### src/rtl/core/pwbr_pkg.sv
package pwbr_pkg;

    localparam int STAMP_W = 16;
    localparam int CFG_W = 16;
    localparam int CFG_ADDR_W = 3;
    localparam int BYTE_IDX_W = 5;
    localparam int IN_TDATA_W = 24;
    localparam int OUT_TDATA_W = 8;

    localparam logic [BYTE_IDX_W-1:0] MAX_FRAME_BYTES = BYTE_IDX_W'(16);

    // register indexes on the configuration port
    localparam logic [CFG_ADDR_W-1:0] REG_SOF_TIME = 3'd0;
    localparam logic [CFG_ADDR_W-1:0] REG_ACTIVE_ZERO_TIME = 3'd1;
    localparam logic [CFG_ADDR_W-1:0] REG_ACTIVE_ONE_TIME = 3'd2;
    localparam logic [CFG_ADDR_W-1:0] REG_PASSIVE_ZERO_TIME = 3'd3;
    localparam logic [CFG_ADDR_W-1:0] REG_PASSIVE_ONE_TIME = 3'd4;
    localparam logic [CFG_ADDR_W-1:0] REG_TOLERANCE = 3'd5;
    localparam logic [CFG_ADDR_W-1:0] REG_NOISE_LIMIT = 3'd6;
    localparam logic [CFG_ADDR_W-1:0] REG_FRAME_BYTES = 3'd7;

    localparam logic [STAMP_W-1:0] RST_SOF_TIME = 16'd200;
    localparam logic [STAMP_W-1:0] RST_ACTIVE_ZERO_TIME = 16'd128;
    localparam logic [STAMP_W-1:0] RST_ACTIVE_ONE_TIME = 16'd64;
    localparam logic [STAMP_W-1:0] RST_PASSIVE_ZERO_TIME = 16'd64;
    localparam logic [STAMP_W-1:0] RST_PASSIVE_ONE_TIME = 16'd128;
    localparam logic [STAMP_W-1:0] RST_TOLERANCE = 16'd16;
    localparam logic [STAMP_W-1:0] RST_NOISE_LIMIT = 16'd8;
    localparam logic [BYTE_IDX_W-1:0] RST_FRAME_BYTES = 5'd12;

    // window test without wrap: nominal - tol <= len <= nominal + tol
    function automatic logic in_window(input logic [STAMP_W-1:0] len,
                                       input logic [STAMP_W-1:0] nominal,
                                       input logic [STAMP_W-1:0] tol);
        logic [STAMP_W:0] lo_sum;
        logic [STAMP_W:0] hi_sum;
        lo_sum = {1'b0, len} + {1'b0, tol};
        hi_sum = {1'b0, nominal} + {1'b0, tol};
        return (lo_sum >= {1'b0, nominal}) && ({1'b0, len} <= hi_sum);
    endfunction

endpackage

### src/rtl/core/pulse_width_bus_receiver_unit.sv
// Pulse-width bus receiver.
// Feed one word per line edge on the s_ channel: the captured timer stamp and
// the bus level after the edge. The block measures each pulse from the
// previous stamp, merges glitches no longer than the noise limit into a slop
// sum, opens a frame on a start pulse and decodes further pulses into bits,
// LSB first. Each finished byte leaves on the m_ channel, with m_tlast set on
// the byte that completes the frame and m_tuser carrying the sticky error.
// Edges that finish no byte give no word.
// A word taken sits in the input register and its byte, if any, reaches
// m_tvalid through the result register.
// Throughput: one edge word per cycle while the result register is free or
// draining; the pulse measurement, the three window compares and the byte
// assembly are one pass of logic between the input and result registers.
// When the receiver stalls, the result register holds its byte, the input
// register holds one more word and s_tready drops until the byte is taken.
// Reset (aresetn low at a clock edge) empties both registers, clears the
// decoder state and loads the default timing registers. Write the
// configuration port only while no edge word is in flight.
module pulse_width_bus_receiver_unit (
    input  logic                              aclk,
    input  logic                              aresetn,
    // configuration write port
    input  logic                              cfg_wr_en,
    input  logic [pwbr_pkg::CFG_ADDR_W-1:0]   cfg_addr,
    input  logic [pwbr_pkg::CFG_W-1:0]        cfg_wdata,
    // edge words in
    input  logic                              s_tvalid,
    output logic                              s_tready,
    input  logic [pwbr_pkg::IN_TDATA_W-1:0]   s_tdata,   // edge_stamp[15:0], line_level[16]
    // bytes out
    output logic                              m_tvalid,
    input  logic                              m_tready,
    output logic [pwbr_pkg::OUT_TDATA_W-1:0]  m_tdata,   // data_byte[7:0]
    output logic                              m_tlast,   // frame_last
    output logic                              m_tuser    // error_seen
);
    import pwbr_pkg::*;

    // timing registers
    logic [STAMP_W-1:0]    sof_time_reg;
    logic [STAMP_W-1:0]    active_zero_reg;
    logic [STAMP_W-1:0]    active_one_reg;
    logic [STAMP_W-1:0]    passive_zero_reg;
    logic [STAMP_W-1:0]    passive_one_reg;
    logic [STAMP_W-1:0]    tolerance_reg;
    logic [STAMP_W-1:0]    noise_limit_reg;
    logic [BYTE_IDX_W-1:0] frame_bytes_reg;

    // input register
    logic               in_valid_reg;
    logic [STAMP_W-1:0] in_stamp_reg;
    logic               in_level_reg;

    // decoder state
    logic [STAMP_W-1:0]    last_stamp_reg, last_stamp_next;
    logic [STAMP_W-1:0]    slop_sum_reg, slop_sum_next;
    logic                  stamp_valid_reg, stamp_valid_next;
    logic                  in_frame_reg, in_frame_next;
    logic                  prev_level_reg, prev_level_next;
    logic [7:0]            shift_byte_reg, shift_byte_next;
    logic [2:0]            bit_index_reg, bit_index_next;
    logic [BYTE_IDX_W-1:0] byte_index_reg, byte_index_next;
    logic                  error_flag_reg, error_flag_next;

    // result register
    logic       out_valid_reg, out_valid_next;
    logic [7:0] out_byte_reg, out_byte_next;
    logic       out_last_reg, out_last_next;
    logic       out_err_reg, out_err_next;

    logic advance;

    // pass logic
    logic [STAMP_W-1:0]    raw_len;
    logic [STAMP_W-1:0]    pulse_len;
    logic [STAMP_W-1:0]    nom_zero;
    logic [STAMP_W-1:0]    nom_one;
    logic                  is_glitch;
    logic                  is_sof;
    logic                  hit_zero;
    logic                  hit_one;
    logic [BYTE_IDX_W-1:0] frame_limit;
    logic [BYTE_IDX_W-1:0] byte_count;
    logic [7:0]            shifted;

    // advance the pass whenever the result register is free or being drained
    assign advance  = !out_valid_reg || m_tready;
    assign s_tready = !in_valid_reg || advance;

    assign m_tvalid = out_valid_reg;
    assign m_tdata  = out_byte_reg;
    assign m_tlast  = out_last_reg;
    assign m_tuser  = out_err_reg;

    // configuration
    always_ff @(posedge aclk) begin
        if (!aresetn) begin
            sof_time_reg     <= RST_SOF_TIME;
            active_zero_reg  <= RST_ACTIVE_ZERO_TIME;
            active_one_reg   <= RST_ACTIVE_ONE_TIME;
            passive_zero_reg <= RST_PASSIVE_ZERO_TIME;
            passive_one_reg  <= RST_PASSIVE_ONE_TIME;
            tolerance_reg    <= RST_TOLERANCE;
            noise_limit_reg  <= RST_NOISE_LIMIT;
            frame_bytes_reg  <= RST_FRAME_BYTES;
        end else if (cfg_wr_en) begin
            case (cfg_addr)
                REG_SOF_TIME:          sof_time_reg     <= cfg_wdata;
                REG_ACTIVE_ZERO_TIME:  active_zero_reg  <= cfg_wdata;
                REG_ACTIVE_ONE_TIME:   active_one_reg   <= cfg_wdata;
                REG_PASSIVE_ZERO_TIME: passive_zero_reg <= cfg_wdata;
                REG_PASSIVE_ONE_TIME:  passive_one_reg  <= cfg_wdata;
                REG_TOLERANCE:         tolerance_reg    <= cfg_wdata;
                REG_NOISE_LIMIT:       noise_limit_reg  <= cfg_wdata;
                REG_FRAME_BYTES:       frame_bytes_reg  <= cfg_wdata[BYTE_IDX_W-1:0];
                default: ;
            endcase
        end
    end

    // input register: take a word whenever the slot is free or being consumed
    always_ff @(posedge aclk) begin
        if (!aresetn) begin
            in_valid_reg <= 1'b0;
        end else if (s_tready) begin
            in_valid_reg <= s_tvalid;
        end
    end

    always_ff @(posedge aclk) begin
        if (s_tvalid && s_tready) begin
            in_stamp_reg <= s_tdata[STAMP_W-1:0];
            in_level_reg <= s_tdata[STAMP_W];
        end
    end

    // clamp the frame length to one..MAX_FRAME_BYTES
    always_comb begin
        if (frame_bytes_reg == '0) begin
            frame_limit = BYTE_IDX_W'(1);
        end else if (frame_bytes_reg > MAX_FRAME_BYTES) begin
            frame_limit = MAX_FRAME_BYTES;
        end else begin
            frame_limit = frame_bytes_reg;
        end
    end

    assign raw_len   = in_stamp_reg - last_stamp_reg;
    assign pulse_len = raw_len + slop_sum_reg;
    assign is_glitch = raw_len <= noise_limit_reg;
    assign nom_zero  = prev_level_reg ? active_zero_reg : passive_zero_reg;
    assign nom_one   = prev_level_reg ? active_one_reg : passive_one_reg;
    assign is_sof    = in_window(pulse_len, sof_time_reg, tolerance_reg);
    assign hit_zero  = in_window(pulse_len, nom_zero, tolerance_reg);
    assign hit_one   = in_window(pulse_len, nom_one, tolerance_reg);
    assign byte_count = byte_index_reg + BYTE_IDX_W'(1);
    // zero wins where the windows overlap
    assign shifted   = {!hit_zero, shift_byte_reg[7:1]};

    always_comb begin
        last_stamp_next  = last_stamp_reg;
        slop_sum_next    = slop_sum_reg;
        stamp_valid_next = stamp_valid_reg;
        in_frame_next    = in_frame_reg;
        prev_level_next  = prev_level_reg;
        shift_byte_next  = shift_byte_reg;
        bit_index_next   = bit_index_reg;
        byte_index_next  = byte_index_reg;
        error_flag_next  = error_flag_reg;
        out_valid_next   = out_valid_reg && !m_tready;
        out_byte_next    = out_byte_reg;
        out_last_next    = out_last_reg;
        out_err_next     = out_err_reg;

        if (advance && in_valid_reg) begin
            last_stamp_next = in_stamp_reg;
            if (!stamp_valid_reg) begin
                // first edge: record the base only
                stamp_valid_next = 1'b1;
                prev_level_next  = in_level_reg;
            end else if (is_glitch) begin
                slop_sum_next = pulse_len;
            end else begin
                slop_sum_next   = '0;
                prev_level_next = in_level_reg;
                if (is_sof) begin
                    in_frame_next   = 1'b1;
                    shift_byte_next = '0;
                    bit_index_next  = '0;
                    byte_index_next = '0;
                end else if (in_frame_reg) begin
                    if (hit_zero || hit_one) begin
                        shift_byte_next = shifted;
                        bit_index_next  = bit_index_reg + 3'd1;
                        if (bit_index_reg == 3'd7) begin
                            // byte complete: emit and check the frame length
                            shift_byte_next = '0;
                            byte_index_next = byte_count;
                            out_valid_next  = 1'b1;
                            out_byte_next   = shifted;
                            out_err_next    = error_flag_reg;
                            out_last_next   = 1'b0;
                            if (byte_count >= frame_limit) begin
                                out_last_next   = 1'b1;
                                byte_index_next = '0;
                                in_frame_next   = 1'b0;
                            end
                        end
                    end else begin
                        error_flag_next = 1'b1;
                    end
                end
            end
        end
    end

    always_ff @(posedge aclk) begin
        if (!aresetn) begin
            last_stamp_reg  <= '0;
            slop_sum_reg    <= '0;
            stamp_valid_reg <= 1'b0;
            in_frame_reg    <= 1'b0;
            prev_level_reg  <= 1'b0;
            shift_byte_reg  <= '0;
            bit_index_reg   <= '0;
            byte_index_reg  <= '0;
            error_flag_reg  <= 1'b0;
            out_valid_reg   <= 1'b0;
        end else begin
            last_stamp_reg  <= last_stamp_next;
            slop_sum_reg    <= slop_sum_next;
            stamp_valid_reg <= stamp_valid_next;
            in_frame_reg    <= in_frame_next;
            prev_level_reg  <= prev_level_next;
            shift_byte_reg  <= shift_byte_next;
            bit_index_reg   <= bit_index_next;
            byte_index_reg  <= byte_index_next;
            error_flag_reg  <= error_flag_next;
            out_valid_reg   <= out_valid_next;
        end
    end

    always_ff @(posedge aclk) begin
        out_byte_reg <= out_byte_next;
        out_last_reg <= out_last_next;
        out_err_reg  <= out_err_next;
    end

    // the error flag is sticky until reset
    a_error_sticky: assert property (@(posedge aclk) disable iff (!aresetn)
        error_flag_reg |=> error_flag_reg)
        else $error("error flag dropped without reset");

    // a frame never opens before a base stamp is held
    a_frame_needs_stamp: assert property (@(posedge aclk) disable iff (!aresetn)
        !stamp_valid_reg |-> !in_frame_reg)
        else $error("frame open with no base stamp");

    // outside a frame no partial byte is left behind
    a_idle_clean: assert property (@(posedge aclk) disable iff (!aresetn)
        !in_frame_reg |-> (bit_index_reg == 3'd0) && (shift_byte_reg == 8'd0))
        else $error("partial byte outside a frame");

    // the byte count stays below the largest frame
    a_byte_index_range: assert property (@(posedge aclk) disable iff (!aresetn)
        byte_index_reg < MAX_FRAME_BYTES)
        else $error("byte index out of range");

    // a byte marked last closes the frame
    a_last_closes: assert property (@(posedge aclk) disable iff (!aresetn)
        (advance && in_valid_reg && out_valid_next && out_last_next) |=> !in_frame_reg)
        else $error("frame still open after last byte");

endmodule

### config.mk
export PLATFORM = sky130hd
export DESIGN_NAME = pulse_width_bus_receiver_unit
export DESIGN_NICKNAME = d
export VERILOG_FILES = /design/src/rtl/core/pwbr_pkg.sv /design/src/rtl/core/pulse_width_bus_receiver_unit.sv
export SDC_FILE = /design/constraint.sdc
export NUM_CORES = 1
export LEC_CHECK = 0
export ABC_AREA = 1
export BUFFER_PORTS_ARGS = -buffer_cell sky130_fd_sc_hd__buf_2
export CAP_MARGIN = 15
export CORE_MARGIN = 1.5
export CORE_UTILIZATION = 35
export DETAILED_ROUTE_END_ITERATION = 8
export PLACE_DENSITY = 0.52
export SLEW_MARGIN = 20
export SYNTH_ARGS = -nofsm -noshare
export SYNTH_HDL_FRONTEND = slang
export SYNTH_SLANG_ARGS = --single-unit
### constraint.sdc
create_clock -name aclk -period 5.8 [get_ports aclk]
set_input_delay 0.87 -clock aclk [delete_from_list [all_inputs] [get_ports aclk]]
set_output_delay 0.87 -clock aclk [all_outputs]
set_load 0.05 [all_outputs]
==> impl_metrics.env <==
export IMPL_status="finished, violations left"
export IMPL_failed_checks="negative setup slack"
export IMPL_worst_endpoint_required_ps=5980
export IMPL_rrSetupSlack_ps=-10
export IMPL_clk_pin_slew_ps=80
export IMPL_synth_async_reset_ratio_pct=0
export IMPL_drive_above_1_share_pct=21.6
export IMPL_grt_pass1_vias=12800
export IMPL_crit_slowest_cell="fa_2"
export IMPL_ys_seq_elements=197
export IMPL_cts_buffers=17
export IMPL_port_buffers=52
export IMPL_syn_cell_area_um2=14300
export IMPL_synth_ff_type="dfxtp_1"
export IMPL_netlist_instances=1933
export IMPL_synth_top_area_share_pct=23.8
export IMPL_grt_total_usage_pct=22.2
export IMPL_dp_hpwl_um=34900
export IMPL_cts_max_level=4
export IMPL_grt_max_degree=67
export IMPL_grt_first_pass_wirelength_um=71100
export IMPL_drtIter0Drc=1001
export IMPL_detail_route_first_pass_iterations=5
export IMPL_setup_tns_ps=-58.0
export IMPL_dieWidth_um=205
export IMPL_vias_per_cell=5.00
export IMPL_clock_fmax_mhz=172
export IMPL_post_route_drc_count=0
export IMPL_synth_common_cells="318 x nand2_1, 240 x inv_1, 228 x a21oi_1"
export IMPL_dieArea_um2=42000
export IMPL_io_pin_count=60
export IMPL_power_density_nw_per_um2=295
export IMPL_yosysUniqueCellTypes=51
export IMPL_path_common_cell="inv_2"
export IMPL_rsz0062_at_grt="true"
export IMPL_vias=13600
export IMPL_hold_path_cell_count=0
export IMPL_root_buffer="clkbuf_16"
export IMPL_core_region_area_um2=40000
export IMPL_setup_viol=8
export IMPL_ir_drop_mv=0.179
export IMPL_clockBufferDepth=2
export IMPL_final_cell_count_no_fill=2711
export IMPL_fin_worst_skew_ps=12.0
export IMPL_antenna_found_initial=2
export IMPL_holdCritPathClass="reg -> reg"
export IMPL_crit_start="in_stamp_reg[0]"
export IMPL_reg2reg_to="m_tdata[1]"
export IMPL_syn_nets=2205
export IMPL_synth_edff_count=27
export IMPL_cts_tree="done"
export IMPL_cp_data_arrival_time_ps=5990
export IMPL_areaGrowthSynthToFinish_pct=27.5
export IMPL_p_leak_nw=8.50
export IMPL_ff2ff_path_depth=41
export IMPL_worst_pin_slew_ps=943
export IMPL_clkLatencyLatePin_ps=450
export IMPL_num_nets_final=2445
export IMPL_synth_warnings=0
export IMPL_globalplace_congestion=0.949
export IMPL_overflow=0
export IMPL_slowest_delay_ps=390
export IMPL_antennaDiodeCount=0
export IMPL_wl_um=46500
export IMPL_yosysMostFrequentCell="nand2_1"
export IMPL_hold_path_end="m_tuser"
export IMPL_r2r_start="in_stamp_reg[0]"
export IMPL_std_cell_rows=73
export IMPL_dieHeight_um=205
export IMPL_ys_seq_area_share_pct=29.5
export IMPL_cp_end_kind="register"
export IMPL_max_cap_violations=0
export IMPL_fin_hold_ws_ps=433
export IMPL_drv_slew=0
export IMPL_cts_sinks=197
export IMPL_detail_route_wl_per_cell_um=17.1
export IMPL_startpoint_type="register"
export IMPL_detail_route_antenna_nets=0
export IMPL_post_route_worst_setup_slack_ps=-10.3
export IMPL_cp_max_fo=5
export IMPL_utilization_pct=45.5
export IMPL_min_period_ps=5810
export IMPL_period_share_pct=100
export IMPL_hp_start="error_flag_reg"
export IMPL_synthTopCellsByArea="dfxtp_1 24%, ha_1 19%, nand2_1 8.4%, a21oi_1 8.0%, o21ai_0 6.4%"
export IMPL_slew_headroom_pct=36.5
export IMPL_hold_buffers=0
export IMPL_initial_core_util_pct=35.7
export IMPL_hold_viol=0
export IMPL_synth_avg_cell_area_um2=7.38
export IMPL_dp_cells=2596
export IMPL_synth_area_leader_cell="dfxtp_1"
export IMPL_path_class="reg -> reg"
-- final cells by class --
cell class              count  area, µm²
fillers                  4015      21800
multi-input cells        1439       9800
flip-flops and latches    197       4220
repair buffers            272       2020
inverters                 246        926
well taps                 525        657
clock buffers              17        425
clock inverters            15        151
-- cells in the final DEF, fill, tap and decap left out, drive strengths merged, types with 16 or more instances in the layout --
cell type,count
a21oi,231
buf,272
clkbuf,17
dfxtp,170
edfxtp,27
ha,218
inv,247
nand2,329
nand3,72
nand4,19
nor2,192
nor3,16
o21ai,198
xnor2,34
xor2,52
-- kinds of logic after synthesis --
logic type	share of synthesized area, %
adders and majority gates	20.0
buffers and inverters	8.08
and+or+nand+nor	18.5
xor gates and xnor gates	5.28
DFF	29.5
AOI/OAI and AO/OA	18.6
-- per-layer routing --
layer	vias up	share of wire [%]	GRT usage, %
li1	6948	-	-
met1	6335	49	31.3
met2	233	45	35.9
met3	43	3.4	2.43
met4	0	2.1	5.76
met5	-	0	0
-- how the worst max path moves through the flow --
stage / end / slack (ps) / depth (start not counted)
finish: m_tdata[1] / -10 / 41
global placement: byte_index_reg[2] / -520 / 39
detailed placement: byte_index_reg[1] / -570 / 39
CTS: last_stamp_reg[0] / 4 / 48
floorplan: m_tdata[0] / 120 / 33
global route: shift_byte_reg[5] / -280 / 39
-- worst max-delay path, delay by kind of cell, from the launching register on --
| kind | cells | cell delay (ps) |
|---|---|---|
| and+or+nand+nor | 18 | 1600 |
| adders and majority gates | 5 | 1450 |
| AOI/OAI and AO/OA | 6 | 790 |
| buffers and inverters | 9 | 680 |
| xor gates and xnor gates | 3 | 660 |
| DFF | 1 | 350 |
-- timing repair --
item,CTS,global route
endpoints found under the setup margin,29,30
gates cloned,2,2
buffers inserted,73,18
gates resized for setup,97,87
pin swaps,36,73
-- stage by stage --
step	setup WS (ps)	cell area [µm²]	total power [mW]
floorplan	115	14300	2.83
global placement	-524	16000	3.68
detailed placement	-568	16000	3.72
CTS	4.20	17700	5.18
global route	-281	18200	5.73
finish	-10.3	18200	5.37
-- power by group --
part	switching (mW)	internal [mW]	leakage (nW)
combinational	1.49	1.22	6.57
sequential	0.0357	1.43	1.65
clock	0.591	0.605	0.281
(Power assumes the default switching activity.)
